$ cat src/sv/pfh_pkg.sv
// ============================================================================
// pfh_pkg: shared types and constants for the program fingerprint hash
// Holds the beat payload structs, the FNV constants and the queue sizing.
// ============================================================================
package pfh_pkg;

    localparam logic [31:0] FNV_BASIS = 32'd2166136261;
    localparam logic [31:0] FNV_PRIME = 32'd16777619;

    // Work queue between the front and the back.
    localparam int QUEUE_DEPTH = 4;
    localparam int QUEUE_PTR_W = $clog2(QUEUE_DEPTH);
    localparam int QUEUE_CNT_W = $clog2(QUEUE_DEPTH + 1);

    typedef struct packed {
        logic [7:0] data_byte;
        logic       last_byte;
    } t_in_item;

    typedef struct packed {
        logic [31:0] primary_hash;
        logic [31:0] word_hash;
        logic [31:0] byte_length;
        logic [7:0]  xor_checksum;
    } t_out_item;

    // One classified byte as the back part sees it.
    typedef struct packed {
        logic [7:0]  data_byte;
        logic        last_byte;
        logic        fold_word;
        logic [31:0] word;
    } t_work_item;

endpackage

$ cat src/sv/pfh_front.sv
// ============================================================================
// pfh_front: input side of the fingerprint hash
// Accepts bytes, assembles little-endian words and marks the bytes that
// close a word, then hands each classified byte to the work queue.
// ============================================================================
module pfh_front import pfh_pkg::*; (
    input  logic       i_clk,
    input  logic       i_rst_n,
    input  logic       i_in_valid,
    input  t_in_item   i_in_data,
    output logic       o_in_stall,
    input  logic       i_queue_full,
    output logic       o_push,
    output t_work_item o_push_data
);

    logic [1:0]  r_pos;
    logic [1:0]  n_pos;
    logic [31:0] r_asm;
    logic [31:0] n_asm;
    logic [31:0] word;
    logic        fold;
    logic        accept;

    assign o_in_stall = i_queue_full;
    assign accept     = i_in_valid && !i_queue_full;

    always_comb begin
        word  = r_asm | (32'(i_in_data.data_byte) << {r_pos, 3'b000});
        fold  = (r_pos == 2'd3) || i_in_data.last_byte;
        n_pos = r_pos;
        n_asm = r_asm;
        if (accept) begin
            n_pos = i_in_data.last_byte ? 2'd0 : r_pos + 2'd1;
            n_asm = fold ? 32'd0 : word;
        end
    end

    always_ff @(posedge i_clk) begin
        if (!i_rst_n) begin
            r_pos <= 2'd0;
            r_asm <= 32'd0;
        end else begin
            r_pos <= n_pos;
            r_asm <= n_asm;
        end
    end

    assign o_push                = accept;
    assign o_push_data.data_byte = i_in_data.data_byte;
    assign o_push_data.last_byte = i_in_data.last_byte;
    assign o_push_data.fold_word = fold;
    assign o_push_data.word      = word;

endmodule

$ cat src/sv/pfh_queue.sv
// ============================================================================
// pfh_queue: short work queue between front and back
// A small register FIFO so that either side can stall on its own.
// ============================================================================
module pfh_queue import pfh_pkg::*; (
    input  logic       i_clk,
    input  logic       i_rst_n,
    input  logic       i_push,
    input  t_work_item i_push_data,
    output logic       o_full,
    output logic       o_valid,
    output t_work_item o_head,
    input  logic       i_pop
);

    t_work_item             r_entry [QUEUE_DEPTH];
    logic [QUEUE_PTR_W-1:0] r_wr_ptr;
    logic [QUEUE_PTR_W-1:0] r_rd_ptr;
    logic [QUEUE_CNT_W-1:0] r_count;
    logic [QUEUE_PTR_W-1:0] n_wr_ptr;
    logic [QUEUE_PTR_W-1:0] n_rd_ptr;
    logic [QUEUE_CNT_W-1:0] n_count;
    logic                   do_push;
    logic                   do_pop;

    assign o_full  = (r_count == QUEUE_CNT_W'(QUEUE_DEPTH));
    assign o_valid = (r_count != '0);
    assign o_head  = r_entry[r_rd_ptr];
    assign do_push = i_push && !o_full;
    assign do_pop  = i_pop && o_valid;

    always_comb begin
        n_wr_ptr = r_wr_ptr;
        n_rd_ptr = r_rd_ptr;
        n_count  = r_count;
        if (do_push) begin
            n_wr_ptr = (r_wr_ptr == QUEUE_PTR_W'(QUEUE_DEPTH - 1)) ? '0 : r_wr_ptr + 1'b1;
        end
        if (do_pop) begin
            n_rd_ptr = (r_rd_ptr == QUEUE_PTR_W'(QUEUE_DEPTH - 1)) ? '0 : r_rd_ptr + 1'b1;
        end
        if (do_push && !do_pop) begin
            n_count = r_count + 1'b1;
        end else if (do_pop && !do_push) begin
            n_count = r_count - 1'b1;
        end
    end

    always_ff @(posedge i_clk) begin
        if (!i_rst_n) begin
            r_wr_ptr <= '0;
            r_rd_ptr <= '0;
            r_count  <= '0;
        end else begin
            r_wr_ptr <= n_wr_ptr;
            r_rd_ptr <= n_rd_ptr;
            r_count  <= n_count;
        end
    end

    always_ff @(posedge i_clk) begin
        if (do_push) begin
            r_entry[r_wr_ptr] <= i_push_data;
        end
    end

endmodule

$ cat src/sv/pfh_back.sv
// ============================================================================
// pfh_back: hashing side of the fingerprint hash
// Folds each byte into the byte hash, each closed word into the word hash,
// keeps length and checksum, and registers one result per program.
// ============================================================================
module pfh_back import pfh_pkg::*; (
    input  logic       i_clk,
    input  logic       i_rst_n,
    input  logic       i_queue_valid,
    input  t_work_item i_queue_head,
    output logic       o_pop,
    output logic       o_out_valid,
    output t_out_item  o_out_data,
    input  logic       i_out_stall
);

    logic [31:0] r_byte_hash;
    logic [31:0] r_word_hash;
    logic [31:0] r_count;
    logic [7:0]  r_csum;
    logic [31:0] n_byte_hash;
    logic [31:0] n_word_hash;
    logic [31:0] n_count;
    logic [7:0]  n_csum;
    logic        r_out_valid;
    t_out_item   r_out_data;
    logic        out_free;
    logic        pop;

    // Only a closing byte needs the result register; others flow past a stall.
    assign out_free = !r_out_valid || !i_out_stall;
    assign pop      = i_queue_valid && (!i_queue_head.last_byte || out_free);
    assign o_pop    = pop;

    always_comb begin
        n_byte_hash = (r_byte_hash ^ 32'(i_queue_head.data_byte)) * FNV_PRIME;
        n_word_hash = i_queue_head.fold_word ?
                      (r_word_hash ^ i_queue_head.word) * FNV_PRIME : r_word_hash;
        n_count     = r_count + 32'd1;
        n_csum      = r_csum ^ i_queue_head.data_byte;
    end

    always_ff @(posedge i_clk) begin
        if (!i_rst_n) begin
            r_byte_hash <= FNV_BASIS;
            r_word_hash <= FNV_BASIS;
            r_count     <= 32'd0;
            r_csum      <= 8'd0;
            r_out_valid <= 1'b0;
        end else begin
            if (pop) begin
                if (i_queue_head.last_byte) begin
                    r_byte_hash <= FNV_BASIS;
                    r_word_hash <= FNV_BASIS;
                    r_count     <= 32'd0;
                    r_csum      <= 8'd0;
                end else begin
                    r_byte_hash <= n_byte_hash;
                    r_word_hash <= n_word_hash;
                    r_count     <= n_count;
                    r_csum      <= n_csum;
                end
            end
            if (pop && i_queue_head.last_byte) begin
                r_out_valid <= 1'b1;
            end else if (!i_out_stall) begin
                r_out_valid <= 1'b0;
            end
        end
    end

    always_ff @(posedge i_clk) begin
        if (pop && i_queue_head.last_byte) begin
            r_out_data.primary_hash <= n_byte_hash;
            r_out_data.word_hash    <= n_word_hash;
            r_out_data.byte_length  <= n_count;
            r_out_data.xor_checksum <= n_csum;
        end
    end

    assign o_out_valid = r_out_valid;
    assign o_out_data  = r_out_data;

endmodule

$ cat src/sv/program_fingerprint_hash.sv
// ============================================================================
// program_fingerprint_hash: FNV-1a program fingerprint
// Hashes a byte stream per byte and per little-endian word, and reports
// both hashes with the byte length and XOR checksum after the last byte.
// ============================================================================
//
//  channel  direction  payload     handshake
//  in       input      t_in_item   i_in_valid / o_in_stall
//  out      output     t_out_item  o_out_valid / i_out_stall
//
//  One byte beat per cycle is taken while o_in_stall is low; the back part
//  folds each byte with its two 32-bit FNV multiplies by a constant.
//  A result is registered and appears in the cycle after its last byte leaves
//  the work queue; that byte goes first into the queue, then into the result register.
//  Synchronous active-low reset returns all running values to start values.
//  An output stall blocks only closing bytes; the four-entry queue absorbs
//  input beats meanwhile, and o_in_stall rises when it is full.
//
module program_fingerprint_hash import pfh_pkg::*; (
    input  logic      i_clk,
    input  logic      i_rst_n,
    input  logic      i_in_valid,
    input  t_in_item  i_in_data,
    output logic      o_in_stall,
    output logic      o_out_valid,
    output t_out_item o_out_data,
    input  logic      i_out_stall
);

    logic       queue_full;
    logic       push;
    t_work_item push_data;
    logic       queue_valid;
    t_work_item queue_head;
    logic       pop;

    pfh_front u_front (
        .i_clk        (i_clk),
        .i_rst_n      (i_rst_n),
        .i_in_valid   (i_in_valid),
        .i_in_data    (i_in_data),
        .o_in_stall   (o_in_stall),
        .i_queue_full (queue_full),
        .o_push       (push),
        .o_push_data  (push_data)
    );

    pfh_queue u_queue (
        .i_clk       (i_clk),
        .i_rst_n     (i_rst_n),
        .i_push      (push),
        .i_push_data (push_data),
        .o_full      (queue_full),
        .o_valid     (queue_valid),
        .o_head      (queue_head),
        .i_pop       (pop)
    );

    pfh_back u_back (
        .i_clk         (i_clk),
        .i_rst_n       (i_rst_n),
        .i_queue_valid (queue_valid),
        .i_queue_head  (queue_head),
        .o_pop         (pop),
        .o_out_valid   (o_out_valid),
        .o_out_data    (o_out_data),
        .i_out_stall   (i_out_stall)
    );

endmodule
$ cat config.mk
export PLATFORM = sky130hd
export DESIGN_NAME = program_fingerprint_hash
export DESIGN_NICKNAME = d
export VERILOG_FILES = /design/src/sv/pfh_pkg.sv /design/src/sv/pfh_front.sv /design/src/sv/pfh_queue.sv /design/src/sv/pfh_back.sv /design/src/sv/program_fingerprint_hash.sv
export SDC_FILE = /design/constraint.sdc
export NUM_CORES = 1
export LEC_CHECK = 0
export ABC_CLOCK_PERIOD_IN_PS = 7400
export BUFFER_PORTS_ARGS = -buffer_cell sky130_fd_sc_hd__buf_2
export CORE_ASPECT_RATIO = 1.75
export CORE_MARGIN = 3
export CORE_UTILIZATION = 30
export DETAILED_ROUTE_END_ITERATION = 7
export PLACE_DENSITY = 0.45
export SYNTH_ARGS = -nofsm -noshare
export SYNTH_HDL_FRONTEND = slang
export SYNTH_HIERARCHICAL = 1
export SYNTH_SLANG_ARGS = --single-unit
export TNS_END_PERCENT = 10
$ cat constraint.sdc
create_clock -name i_clk -period 7.4 [get_ports i_clk]
set_input_delay 0 -clock i_clk [delete_from_list [all_inputs] [get_ports i_clk]]
set_output_delay 0 -clock i_clk [all_outputs]
set_load 0.005 [all_outputs]
Word level (Yosys, flattened, before mapping)
Memory sizes are Yosys's and may differ from the RTL's. A register that Yosys moved wholly into a read port is not among the register bits.
Cells that the tools add are included.
- add/subtract/negate cells: 6
- multipliers: 2
- eq/ne operators: 5
- shifts and indexed selects: 1
- multiplexer cells: 17
- bitwise gates (word level): 4
- reductions and logical operators: 18
- operators by type and width (kind ; number):
    2-to-1 mux 32 bit ; 5
    multiplier 32 x 25 -> 32 bit (second input constant) ; 2
    adder 32 x 1 -> 32 bit (second input constant) ; 1
    OR 32 bit ; 1
    left shift 8 x 5 -> 32 bit ; 1
    XOR 32 bit ; 1
    XOR 32 x 8 -> 32 bit ; 1
    2-to-1 mux 2 bit ; 5
    2-to-1 mux 8 bit ; 1
    XOR 8 bit ; 1
    logical AND 1 bit ; 7
    adder 2 x 1 -> 2 bit (second input constant) ; 3
    equality test 2 bit (second input constant) ; 3
    logical NOT 1 bit ; 6
    2-to-1 mux 3 bit ; 2
    2-to-1 mux 1 bit ; 4
    adder 3 x 1 -> 3 bit (second input constant) ; 1
    equality test 3 bit (second input constant) ; 1
    logical OR 1 bit ; 3
    nonzero test 3 bit ; 1
    subtractor 3 x 1 -> 3 bit (second input constant) ; 1
    != test 2 x 1 -> 1 bit (second input constant) ; 1
    nonzero test 2 bit ; 1
- register bits: 250
- RAM bits: 168
- output and inout port bits: 106
- word-level logic and storage cells: 68
- memories: 1
- memories (memory ; words ; bits a word ; rd ports ; clocked after Yosys merged registers in ; write ports ; line ; source):
    u_queue.r_entry ; 4 ; 42 ; 1 ; 1 ; 1 ; pfh_queue.sv:16 ; t_work_item r_entry [QUEUE_DEPTH];

Logic depth before layout (Yosys ltp)
Gate-level depths: netlist of the first run.
- word-level depth: 8
- depth in mapped cells: 27
- depth with buffers taken out: 24

Modules after synthesis
Netlist of the first run, hierarchy kept.
- by module, submodules not included (module ; instances ; cells each ; area each (um^2) ; sequential area each (um^2)):
    pfh_back ; 1 ; 1950 ; 19662.6 ; 5225.0
    pfh_queue ; 1 ; 271 ; 6595.1 ; 5225.0
    pfh_front ; 1 ; 143 ; 1525.2 ; 680.7

Least setup slack after synthesis of the first run
Ideal clock, no wire load.
- path type: flip-flop to flip-flop
- from: register (tool-made name)
- to: register u_back.r_out_data, in the netlist u_back/o_out_data[71] (data pin)
- library setup time: 0.260 ns
- arrival time: 6.416 ns
- setup slack: 0.724 ns
- cell stages (with the launch flop): 26
- period minus slack after synthesis: 6.676 ns
- cells stage by stage: dfxtp_1 buf_6 buf_12 mux4_2 xnor2_1 inv_1 ha_1 ha_1 inv_1 fa_1 inv_1 ha_1 fa_1 inv_1 fa_1 fa_1 inv_1 ha_1 a2111oi_0 nand2b_1 o21ai_0 o21ai_0 a21o_1 a21oi_1 xnor2_1 mux2_2
- RTL lines (what ; line ; source):
    end, declared ; pfh_back.sv:26 ; t_out_item r_out_data;

==> results of run 1 <==
==> flip-flops by register name, summed over array words and instances, names as in the netlist, named ones only <==
register            cells
u_back/r_csum           8
u_back/o_out_data     104
u_front/r_pos           2
u_queue/r_rd_ptr        2
u_back/r_word_hash     32
u_front/r_asm          32
u_back/r_byte_hash     32
u_back/r_count         32
u_queue/r_wr_ptr        2
u_back/o_out_valid      1
u_queue/r_count         3
u_queue/r_entry       168
==> repair_timing <==
action | 4_1_cts | 5_1_grt
endpoints found under the setup margin | 0 | 10
hold endpoints to repair | 143 | 0
hold buffers | 11 | 0
buffers inserted | 0 | 0
resized for setup | 0 | 9
==> final cells by class <==
type                            count  area [um2]  area share (%)
Inverter                          379        1430            4.53
Antenna cell                        1        2.50         0.00795
Timing Repair Buffer              191        1200            3.81
Tap cell                         1192        1490            4.74
Multi-Input combinational cell   1490       14800            47.1
Sequential cell                   420       11100            35.4
Clock inverter                     30         289           0.918
Clock buffer                       49        1110            3.52
==> cell families after synthesis <==
group	count (synthesis)	share of synthesized area (%)
AOI/OAI and AO/OA	325	8.26
xor gates and xnor gates	187	5.99
adders and majority gates	512	27.1
buffers and inverters	454	6.67
DFF	420	40.1
muxes	75	4.75
and+or+nand+nor	391	7.17
==> Yosys cell counts (10+ instances only) <==
master and count:
mux2_2 28, nor2b_1 50, buf_2 10, ha_1 363, mux4_2 40, edfxtp_1 272
xor2_1 79, nor2_1 59, o2bb2ai_1 32, fa_1 149, inv_1 379, o21ai_0 60
xnor2_1 106, a21boi_0 17, or3_1 10, nand2_1 133, and2_1 31, and3_1 12
buf_4 11, a22oi_1 26, dfxtp_1 148, nand3_1 40, a21oi_1 49, clkbuf_1 40
a31oi_1 10, a21o_1 56
==> critical path: cells and delay by family, from the launching register on <==
| kind | cells | cell delay (ns) |
|---|---|---|
| adders and majority gates | 8 | 3.15 |
| AOI/OAI and AO/OA | 5 | 1.23 |
| muxes | 2 | 0.85 |
| buffers and inverters | 5 | 0.72 |
| DFF | 1 | 0.36 |
| xor gates and xnor gates | 2 | 0.35 |
| and+or+nand+nor | 1 | 0.14 |
==> routing by layer <==
metal  wire length (um)  part of all wire (%)  vias up
li1                   -                     -     8462
met1              30800                    38     9069
met2              46500                    57      262
met3               2170                   2.7       91
met4               2370                   2.9        0
met5                  0                     0        -
==> path summary, 6_finish.rpt <==
path / startpoint / slack, ns / to / depth (start not counted)
worst max register to register: register / 0.36 / u_back/o_out_data[70] / 23
worst min-delay path: i_rst_n / 0.08 / u_front/r_pos[0] / 3
worst max-delay path: register / 0.36 / u_back/o_out_data[70] / 23
worst min register to register: u_front/r_asm[30] / 0.47 / u_front/r_asm[30] / 1
==> stage by stage <==
step | instances | worst slack (ns)
after floorplan | 2364 | 0.724
after global placement | 3661 | 0.223
after detailed placement | 3661 | 0.163
after CTS | 3751 | 0.156
after global routing | 3751 | 0.00617
final | 3752 | 0.361
==> Flow_metrics.wiki, run 1 <==
{| class="wikitable"
! Metric !! Value
|-
| Deepest clock path buffer count || 3
|-
| Synthesis warning total || 6
|-
| EDFF count, synth || about 270
|-
| Cell area after synthesis || roughly 0.028 mm2
|-
| Post-synth ARST share || 0%
|-
| Post-DRT Antenna Nets || 0
|-
| Dpl hpwl || 63.3 mm
|-
| Pins over their slew limit || 0
|-
| Tcrit/Tclk final || 95.1%
|-
| Standard-cell row count || 147
|-
| Clock edge transition at the registers on the reported setup and hold paths || 0.07 ns
|-
| Met2 layer usage reported by global route || 33.8%
|-
| Most common library cell in the layout ignoring fill and taps || inv_1
|-
| Global-route track usage on met3 || 1.87%
|-
| Most used cells in the layout excluding fill and tap cells || 377 x inv_1, 363 x ha_1, 272 x edfxtp_1
|-
| Area of the die || 0.0964 mm2
|-
| Area growth from synthesis to layout || 13.3%
|-
| Remaining routing DRC violations || 0
|-
| Synth area leader || edfxtp_1
|-
| Req. time, crit path || 7.75 ns
|-
| Post-synthesis cell count || 2364
|-
| Delay of the slowest cell on the worst path || 0.58 ns
|-
| Total global routing overflow || 0
|-
| Final setup viols || 0
|-
| Global routing's busiest layer || met2
|-
| Count of TritonRoute iterations in the first routing pass || 5
|-
| Clock Sink Count || 420
|-
| Core Box Area || 0.0918 mm2
|-
| Insertion delay to the later sink of the worst-skew pair || 0.60 ns
|-
| Slowest stage cell on the critical path || mux4_2
|-
| Global-route wire length before repair || around 120 mm
|-
| Clk_skew || 0.0176 ns
|-
| Most numerous cell on the critical path || ha_1
|-
| Standard cell area after detailed placement || 0.0299 mm2
|-
| Global routing usage on met1 || 18.5%
|-
| Min Tclk post-route || 7.04 ns
|-
| Main synth FF type || edfxtp_1
|-
| Num ports || 119
|-
| DR iter-0 viols || 875
|-
| Number of hold-slack violations in the final timing report || 0
|-
| Vertical die dimension || 409 um
|-
| Critical Path End Type || register
|-
| Final design utilization || 34.3%
|-
| Detailed Route WL || 81.8 mm
|-
| Layout fillers || 9105
|-
| Min-delay worst type || primary input to register
|-
| Setup TNS Final || 0 ns
|-
| Minimum hold slack || just under 0.08 ns
|-
| Nature of the critical path startpoint || register
|-
| Max-slew headroom || about a third
|-
| Synth unique cells || 81
|-
| Num CTS Buffers || 43
|-
| Vias post-DR || roughly 18000
|-
| Pin slew with the least headroom to its limit || about 1 ns
|-
| Post-synthesis sequential area ratio || 40.1%
|-
| Area fraction of the dominant cell type after synthesis || 29.4%
|-
| Top cells by area, synth || edfxtp_1 29%, ha_1 16%, fa_1 11%, dfxtp_1 11%, inv_1 5.1%
|-
| Average wire length per cell after detail routing || 21.8 um
|-
| Largest net degree at the start of global routing || 55
|-
| Number of levels in the clock H-tree || 2
|-
| Fraction of layout cells with a size suffix above 1 || 14.0%
|-
| Synthesized area per cell || between 10 and 15 um2
|-
| Total Routing Usage GR || 16.9%
|-
| Yosys reg bits || 420
|-
| Via count of the first global-routing pass || 19140
|-
| Total of max-cap violations || 0
|-
| CTS root buf || clkbuf_16
|-
| Vias per Instance || 4.77
|-
| Setup repair after global routing missed its margin || no
|-
| Max Fanout on Critical Path || 26
|-
| Die extent in x || 236 um
|-
| Syn nets || between 2000 and 3000
|-
| Starting density of the core || 30.3%
|-
| Number of input and output port buffers inserted || 118
|-
| Final #Nets || slightly above 3000
|-
| Startpoint-to-endpoint class of the critical path || register to register
|-
| Run status || finished clean
|-
| CP cell instances || buf_12 > mux4_2 > xnor2_1 > inv_1 > ha_1 > ha_1 > fa_1 > ha_1 > fa_1 > ha_1 > inv_1 > fa_1 > inv_1 > ha_1 > a211oi_2 > a32oi_1 > nand2b_1 > o41ai_1 > buf_4 > a31oi_1 > o21ai_0 > xor2_1 > mux2_2
|-
| Clock tree from TritonCTS || built
|-
| Antenna violations before repair || 0
|-
| Final Wtd Congestion || 0.878
|-
| Final instance area || 0.0315 mm2
|-
| Fmax || approximately 140 MHz
|-
| Endpoint arrival time on the critical path || 7.39 ns
|}
Power of run 1 is left out: the tool's default activity adds up to more than one toggle a clock period on the data nets, which glitch-free logic cannot reach.
==> inputs of run 2 (changes only) <==
- CTS_BUF_LIST: unset -> sky130_fd_sc_hd__clkbuf_4
- RECOVER_POWER: unset -> 25
==> Flow_metrics.wiki, run 2 (synthesis gave the netlist of run 1 again) <==
{| class="wikitable"
! Metric !! Value
|-
| Number of levels in the clock H-tree || 3 (+1)
|-
| Setup TNS Final || 0 ns (unchanged)
|-
| Top routing layer in use || met4
|-
| Routed metal-1 wire length || 30.7 mm (-0.38%)
|-
| Setup repair after global routing missed its margin || no
|-
| Max-slew headroom || 32.9% (+0.41 points)
|-
| Num ports || 119 (unchanged)
|-
| Number of flip-flops under the largest register name || 168 (unchanged)
|-
| Number of hold-slack violations in the final timing report || 0 (unchanged)
|-
| Most used cells in the layout excluding fill and tap cells || 377 x inv_1, 363 x ha_1, 272 x edfxtp_1
|-
| Endpoint of the worst register-to-register path || u_back/o_out_data[70]
|-
| Clock Sink Count || 420 (unchanged)
|-
| Tcrit/Tclk final || 95.1% (about the same)
|-
| Pin slew with the least headroom to its limit || 1.00 ns (-0.00618 ns)
|-
| Clock edge transition at the registers on the reported setup and hold paths || 0.06 ns (about the same)
|-
| Final setup viols || 0 (unchanged)
|-
| DR iter-0 viols || 861 (-1.6%)
|-
| Clock tree from TritonCTS || built
|-
| Most common library cell in the layout ignoring fill and taps || inv_1
|-
| Startpoint-to-endpoint class of the critical path || register to register
|-
| Remaining routing DRC violations || 0 (unchanged)
|-
| Pins over their slew limit || 0 (unchanged)
|-
| Total Routing Usage GR || 17.3% (+0.38 points)
|-
| Deepest clock path buffer count || 3 (unchanged)
|-
| Largest net degree at the start of global routing || 55 (unchanged)
|-
| Min-delay worst type || primary input to register
|-
| Vias post-DR || 18354 (+2.6%)
|-
| Worst reg2reg setup slack || 0.36 ns (about the same)
|-
| Via count of the first global-routing pass || 19833 (+3.6%)
|-
| Most flops, register || u_queue/r_entry
|-
| Dpl hpwl || 63.3 mm (unchanged)
|-
| Min Tclk post-route || 7.04 ns (-0.00197 ns)
|-
| Final #Nets || 3130 (+2.6%)
|-
| Post-DRT Antenna Nets || 0 (unchanged)
|-
| Endpoint arrival time on the critical path || 7.68 ns (+0.29 ns)
|-
| Register-to-Register Path Depth || 23 (unchanged)
|-
| Fraction of layout cells with a size suffix above 1 || 14.9% (+0.96 points)
|-
| Fmax || 142 MHz (about the same)
|-
| Area of the die || 0.0964 mm2 (unchanged)
|-
| CTS root buf || clkbuf_4
|-
| Core Box Area || 0.0918 mm2 (unchanged)
|-
| Max Fanout on Critical Path || 26 (unchanged)
|-
| Average wire length per cell after detail routing || 21.4 um (-1.9%)
|-
| Area growth from synthesis to layout || 13.8%
|-
| Standard-cell row count || 147 (unchanged)
|-
| Insertion delay to the later sink of the worst-skew pair || 0.95 ns (+0.35 ns)
|-
| Nature of the critical path startpoint || register
|-
| Die extent in x || 236 um (unchanged)
|-
| Antenna violations before repair || 2 (+2)
|-
| Number of input and output port buffers inserted || 118 (unchanged)
|-
| Count of TritonRoute iterations in the first routing pass || 5 (unchanged)
|-
| Crit path to || u_back/o_out_data[70]
|-
| Starting density of the core || 30.3% (unchanged)
|-
| Total global routing overflow || 0 (unchanged)
|-
| Num CTS Buffers || 104 (+140%)
|-
| Req. time, crit path || 8.04 ns (+0.29 ns)
|-
| Final Wtd Congestion || 0.878 (unchanged)
|-
| Critical Path End Type || register
|-
| Run status || finished clean
|-
| Met3 Wirelength || 2.77 mm (+27%)
|-
| Global-route wire length before repair || 124 mm (+1.6%)
|-
| Vias per Instance || 4.72 (-1.0%)
|-
| Clk_skew || 0.0842 ns (+0.0666 ns)
|-
| Post-CTS Repair Setup Buffers || 0 (unchanged)
|-
| Total of max-cap violations || 0 (unchanged)
|-
| Detailed route wirelength on metal2 || 47.1 mm (+1.4%)
|-
| Vertical die dimension || 409 um (unchanged)
|-
| Detailed Route WL || 83.3 mm (+1.8%)
|}
## run 2: how the worst min path moves through the flow
stage | from | to | cells after the start
finish | i_in_valid | u_front/r_pos[0] | 5
global route | i_in_valid | u_front/r_pos[0] | 5
CTS | i_in_valid | u_front/r_pos[0] | 5
detailed placement | i_out_stall | u_back/o_out_valid | 3
global placement | i_out_stall | u_back/o_out_valid | 3
floorplan | i_out_stall | u_back/o_out_valid | 2
## run 2: worst max-delay path: stages (launching register included)
cell,delay (ns)
dfxtp_2,0.36
buf_12,0.25
mux4_2,0.59
xnor2_1,0.24
inv_1,0.18
ha_1,0.32
ha_1,0.30
fa_1,0.55
ha_1,0.24
fa_1,0.50
ha_1,0.31
inv_1,0.06
fa_1,0.53
inv_1,0.04
ha_1,0.38
o211ai_1,0.13
a32oi_1,0.31
nand2b_1,0.14
o41ai_1,0.43
buf_4,0.18
a31oi_1,0.12
o21ai_0,0.24
xor2_1,0.11
mux2_2,0.27
## run 2: what timing repair did
| item | 4_1_cts | 5_1_grt |
|---|---|---|
| hold buffers | 30 | 0 |
| setup endpoints to repair | 0 | 5 |
| gates resized for setup | 0 | 8 |
| endpoints found under the hold margin | 259 | 0 |
## run 2: layout make-up
| type | count | area [um2] |
|---|---|---|
| antenna | 3 | 7.51 |
| clock buffer | 156 | 1170 |
| clock inverter | 41 | 244 |
| fill | 9175 | 60200 |
| inverter | 379 | 1430 |
| multi-input combinational | 1490 | 14800 |
| sequential | 420 | 11100 |
| tap | 1192 | 1490 |
| timing repair buffer | 210 | 1320 |
## run 2: metal layers
layer / vias up / track usage, %
met5: - / 0
met4: 0 / 5.92
met3: 108 / 2.85
met1: 9189 / 18.2
met2: 360 / 34.1
li1: 8697 / -
## run 2: metrics by stage
stage	utilization (%)	cells	hold slack (ns)	setup slack (ns)	instance area, um2
6_report	34.5	3891	0.189	0.363	31600
2_1_floorplan	-	2364	0.152	0.724	27800
4_1_cts	34.5	3888	0.0240	0.244	31700
3_3_place_gp	32.6	3661	0.309	0.223	29900
5_1_grt	34.5	3891	0.158	0.0267	31600
3_5_place_dp	32.6	3661	0.315	0.163	29900
Power of run 2 is left out for the same reason.
==> inputs of run 3 (changes only) <==
- RECOVER_POWER: 25 -> unset
==> Flow_metrics.wiki, run 3 (synthesis gave the netlist of run 1 again) <==
{| class="wikitable"
! Metric !! Value
|-
| Via count of the first global-routing pass || 19833 (unchanged)
|-
| Nature of the critical path startpoint || register
|-
| Total global routing overflow || 0 (unchanged)
|-
| Vertical die dimension || 409 um (unchanged)
|-
| Setup repair after global routing missed its margin || no
|-
| Deepest clock path buffer count || 3 (unchanged)
|-
| Dpl hpwl || 63.3 mm (unchanged)
|-
| Area of the die || 0.0964 mm2 (unchanged)
|-
| Pins over their slew limit || 0 (unchanged)
|-
| Starting density of the core || 30.3% (unchanged)
|-
| Most used cells in the layout excluding fill and tap cells || 377 x inv_1, 363 x ha_1, 272 x edfxtp_1
|-
| FF+latch area || 0.0111 mm2 (unchanged)
|-
| Total Routing Usage GR || 17.3% (unchanged)
|-
| Die extent in x || 236 um (unchanged)
|-
| Endpoint arrival time on the critical path || 7.68 ns (about the same)
|-
| Min Tclk post-route || 7.04 ns (+0.000879 ns)
|-
| Critical Path End Type || register
|-
| Remaining routing DRC violations || 0 (unchanged)
|-
| Detailed Route WL || 83.2 mm (-0.10%)
|-
| Average wire length per cell after detail routing || 21.4 um (-0.10%)
|-
| Met2 layer usage reported by global route || 34.1% (unchanged)
|-
| Number of flip-flops under the largest register name || 168 (unchanged)
|-
| Number of hold-slack violations in the final timing report || 0 (unchanged)
|-
| Num ports || 119 (unchanged)
|-
| DR iter-0 viols || 869 (+0.93%)
|-
| Layout fillers || 9154 (-0.23%)
|-
| Number of levels in the clock H-tree || 3 (unchanged)
|-
| Standard-cell row count || 147 (unchanged)
|-
| Area of combinational cells with multiple inputs || 0.0148 mm2 (about the same)
|-
| Final #Nets || 3130 (unchanged)
|-
| Setup TNS Final || 0 ns (unchanged)
|-
| Post-DRT Antenna Nets || 0 (unchanged)
|-
| Global-route wire length before repair || 124 mm (unchanged)
|-
| Antenna violations before repair || 2 (unchanged)
|-
| Startpoint-to-endpoint class of the critical path || register to register
|-
| Req. time, crit path || 8.05 ns (about the same)
|-
| Core Box Area || 0.0918 mm2 (unchanged)
|-
| Post-CTS Repair Setup Buffers || 0 (unchanged)
|-
| Number of input and output port buffers inserted || 118 (unchanged)
|-
| Most common library cell in the layout ignoring fill and taps || inv_1
|-
| Tcrit/Tclk final || 95.1% (about the same)
|-
| Max-slew headroom || 32.5% (-0.41 points)
|-
| Run status || finished clean
|-
| Vias per Instance || 4.71 (about the same)
|-
| Pin slew with the least headroom to its limit || 1.01 ns (+0.00618 ns)
|-
| Global routing usage on met1 || 18.2% (unchanged)
|-
| Clock tree from TritonCTS || built
|-
| Fmax || 142 MHz (about the same)
|-
| Area growth from synthesis to layout || 14.1%
|-
| Min-delay worst type || primary input to register
|-
| CTS root buf || clkbuf_4
|-
| Clock edge transition at the registers on the reported setup and hold paths || 0.06 ns (about the same)
|-
| Global-route track usage on met3 || 2.85% (unchanged)
|-
| Clk_skew || 0.0843 ns (+0.000119 ns)
|-
| Total of max-cap violations || 0 (unchanged)
|-
| Global routing's busiest layer || met2
|-
| Final setup viols || 0 (unchanged)
|-
| Count of TritonRoute iterations in the first routing pass || 5 (unchanged)
|-
| Final Wtd Congestion || 0.878 (unchanged)
|-
| Vias post-DR || 18346 (-0.044%)
|-
| Max Fanout on Critical Path || 26 (unchanged)
|-
| Insertion delay to the later sink of the worst-skew pair || 0.95 ns (about the same)
|-
| Minimum hold slack || 0.192 ns (+0.00323 ns)
|-
| Most flops, register || u_queue/r_entry
|-
| Largest net degree at the start of global routing || 55 (unchanged)
|-
| Clock Sink Count || 420 (unchanged)
|-
| Fraction of layout cells with a size suffix above 1 || 17.0% (+2.0 points)
|-
| Num CTS Buffers || 104 (unchanged)
|}
==> run 3: cell types whose count changed in the layout (fill, tap and decap cells not counted), sizes merged <==
cell,before,now
buf,128,180
clkbuf,208,156
==> run 3: layout make-up <==
| cell class | count | area share (%) |
|---|---|---|
| repair buffers | 210 | 4.38 |
| flip-flops and latches | 420 | 35.1 |
| clock buffers | 156 | 3.70 |
| inverters | 379 | 4.50 |
| diodes | 3 | 0.0237 |
| clock inverters | 41 | 0.770 |
| multi-input cells | 1490 | 46.8 |
| well taps | 1192 | 4.71 |
==> run 3: layer usage <==
metal	routed length (um)	vias up
li1	-	8697
met1	30700	9184
met2	47100	356
met3	2730	109
met4	2700	0
met5	0	-
==> run 3: per-stage QoR <==
step           worst slack [ns]  util (%)  instances  instance area, um2
2_1_floorplan             0.724         -       2364               27800
5_1_grt                  0.0267      34.5       3891               31700
6_report                  0.362      34.5       3891               31700
4_1_cts                   0.244      34.5       3888               31700
3_3_place_gp              0.223      32.6       3661               29900
3_5_place_dp              0.163      32.6       3661               29900
==> run 3: timing repair <==
| item | 4_1_cts | 5_1_grt |
|---|---|---|
| endpoints found under the hold margin | 259 | 0 |
| setup endpoints to repair | 0 | 5 |
| hold buffers | 30 | 0 |
| gates resized for setup | 0 | 8 |
==> run 3: worst paths after layout <==
kind / slack (ns) / depth (start not counted) / endpoint / startpoint
setup / recovery: 0.36 / 23 / u_back/o_out_data[70] / register
hold / removal: 0.19 / 5 / u_front/r_pos[0] / i_in_valid
setup reg to reg: 0.36 / 23 / u_back/o_out_data[70] / register
hold reg to reg: 0.46 / 1 / u_front/r_asm[15] / u_front/r_asm[15]
==> run 3: worst max-delay path, cell delays in order (launching register included) <==
cell and delay [ns]:
dfxtp_2 0.36, buf_12 0.25, mux4_2 0.58, xnor2_1 0.24, inv_1 0.18, ha_1 0.33, ha_1 0.30, fa_1 0.55
ha_1 0.24, fa_1 0.50, ha_1 0.31, inv_1 0.06, fa_1 0.53, inv_1 0.04, ha_1 0.38, o211ai_1 0.13
a32oi_1 0.31, nand2b_1 0.14, o41ai_1 0.43, buf_4 0.18, a31oi_1 0.12, o21ai_0 0.24, xor2_1 0.11, mux2_2 0.27
Power of run 3 is left out for the same reason.
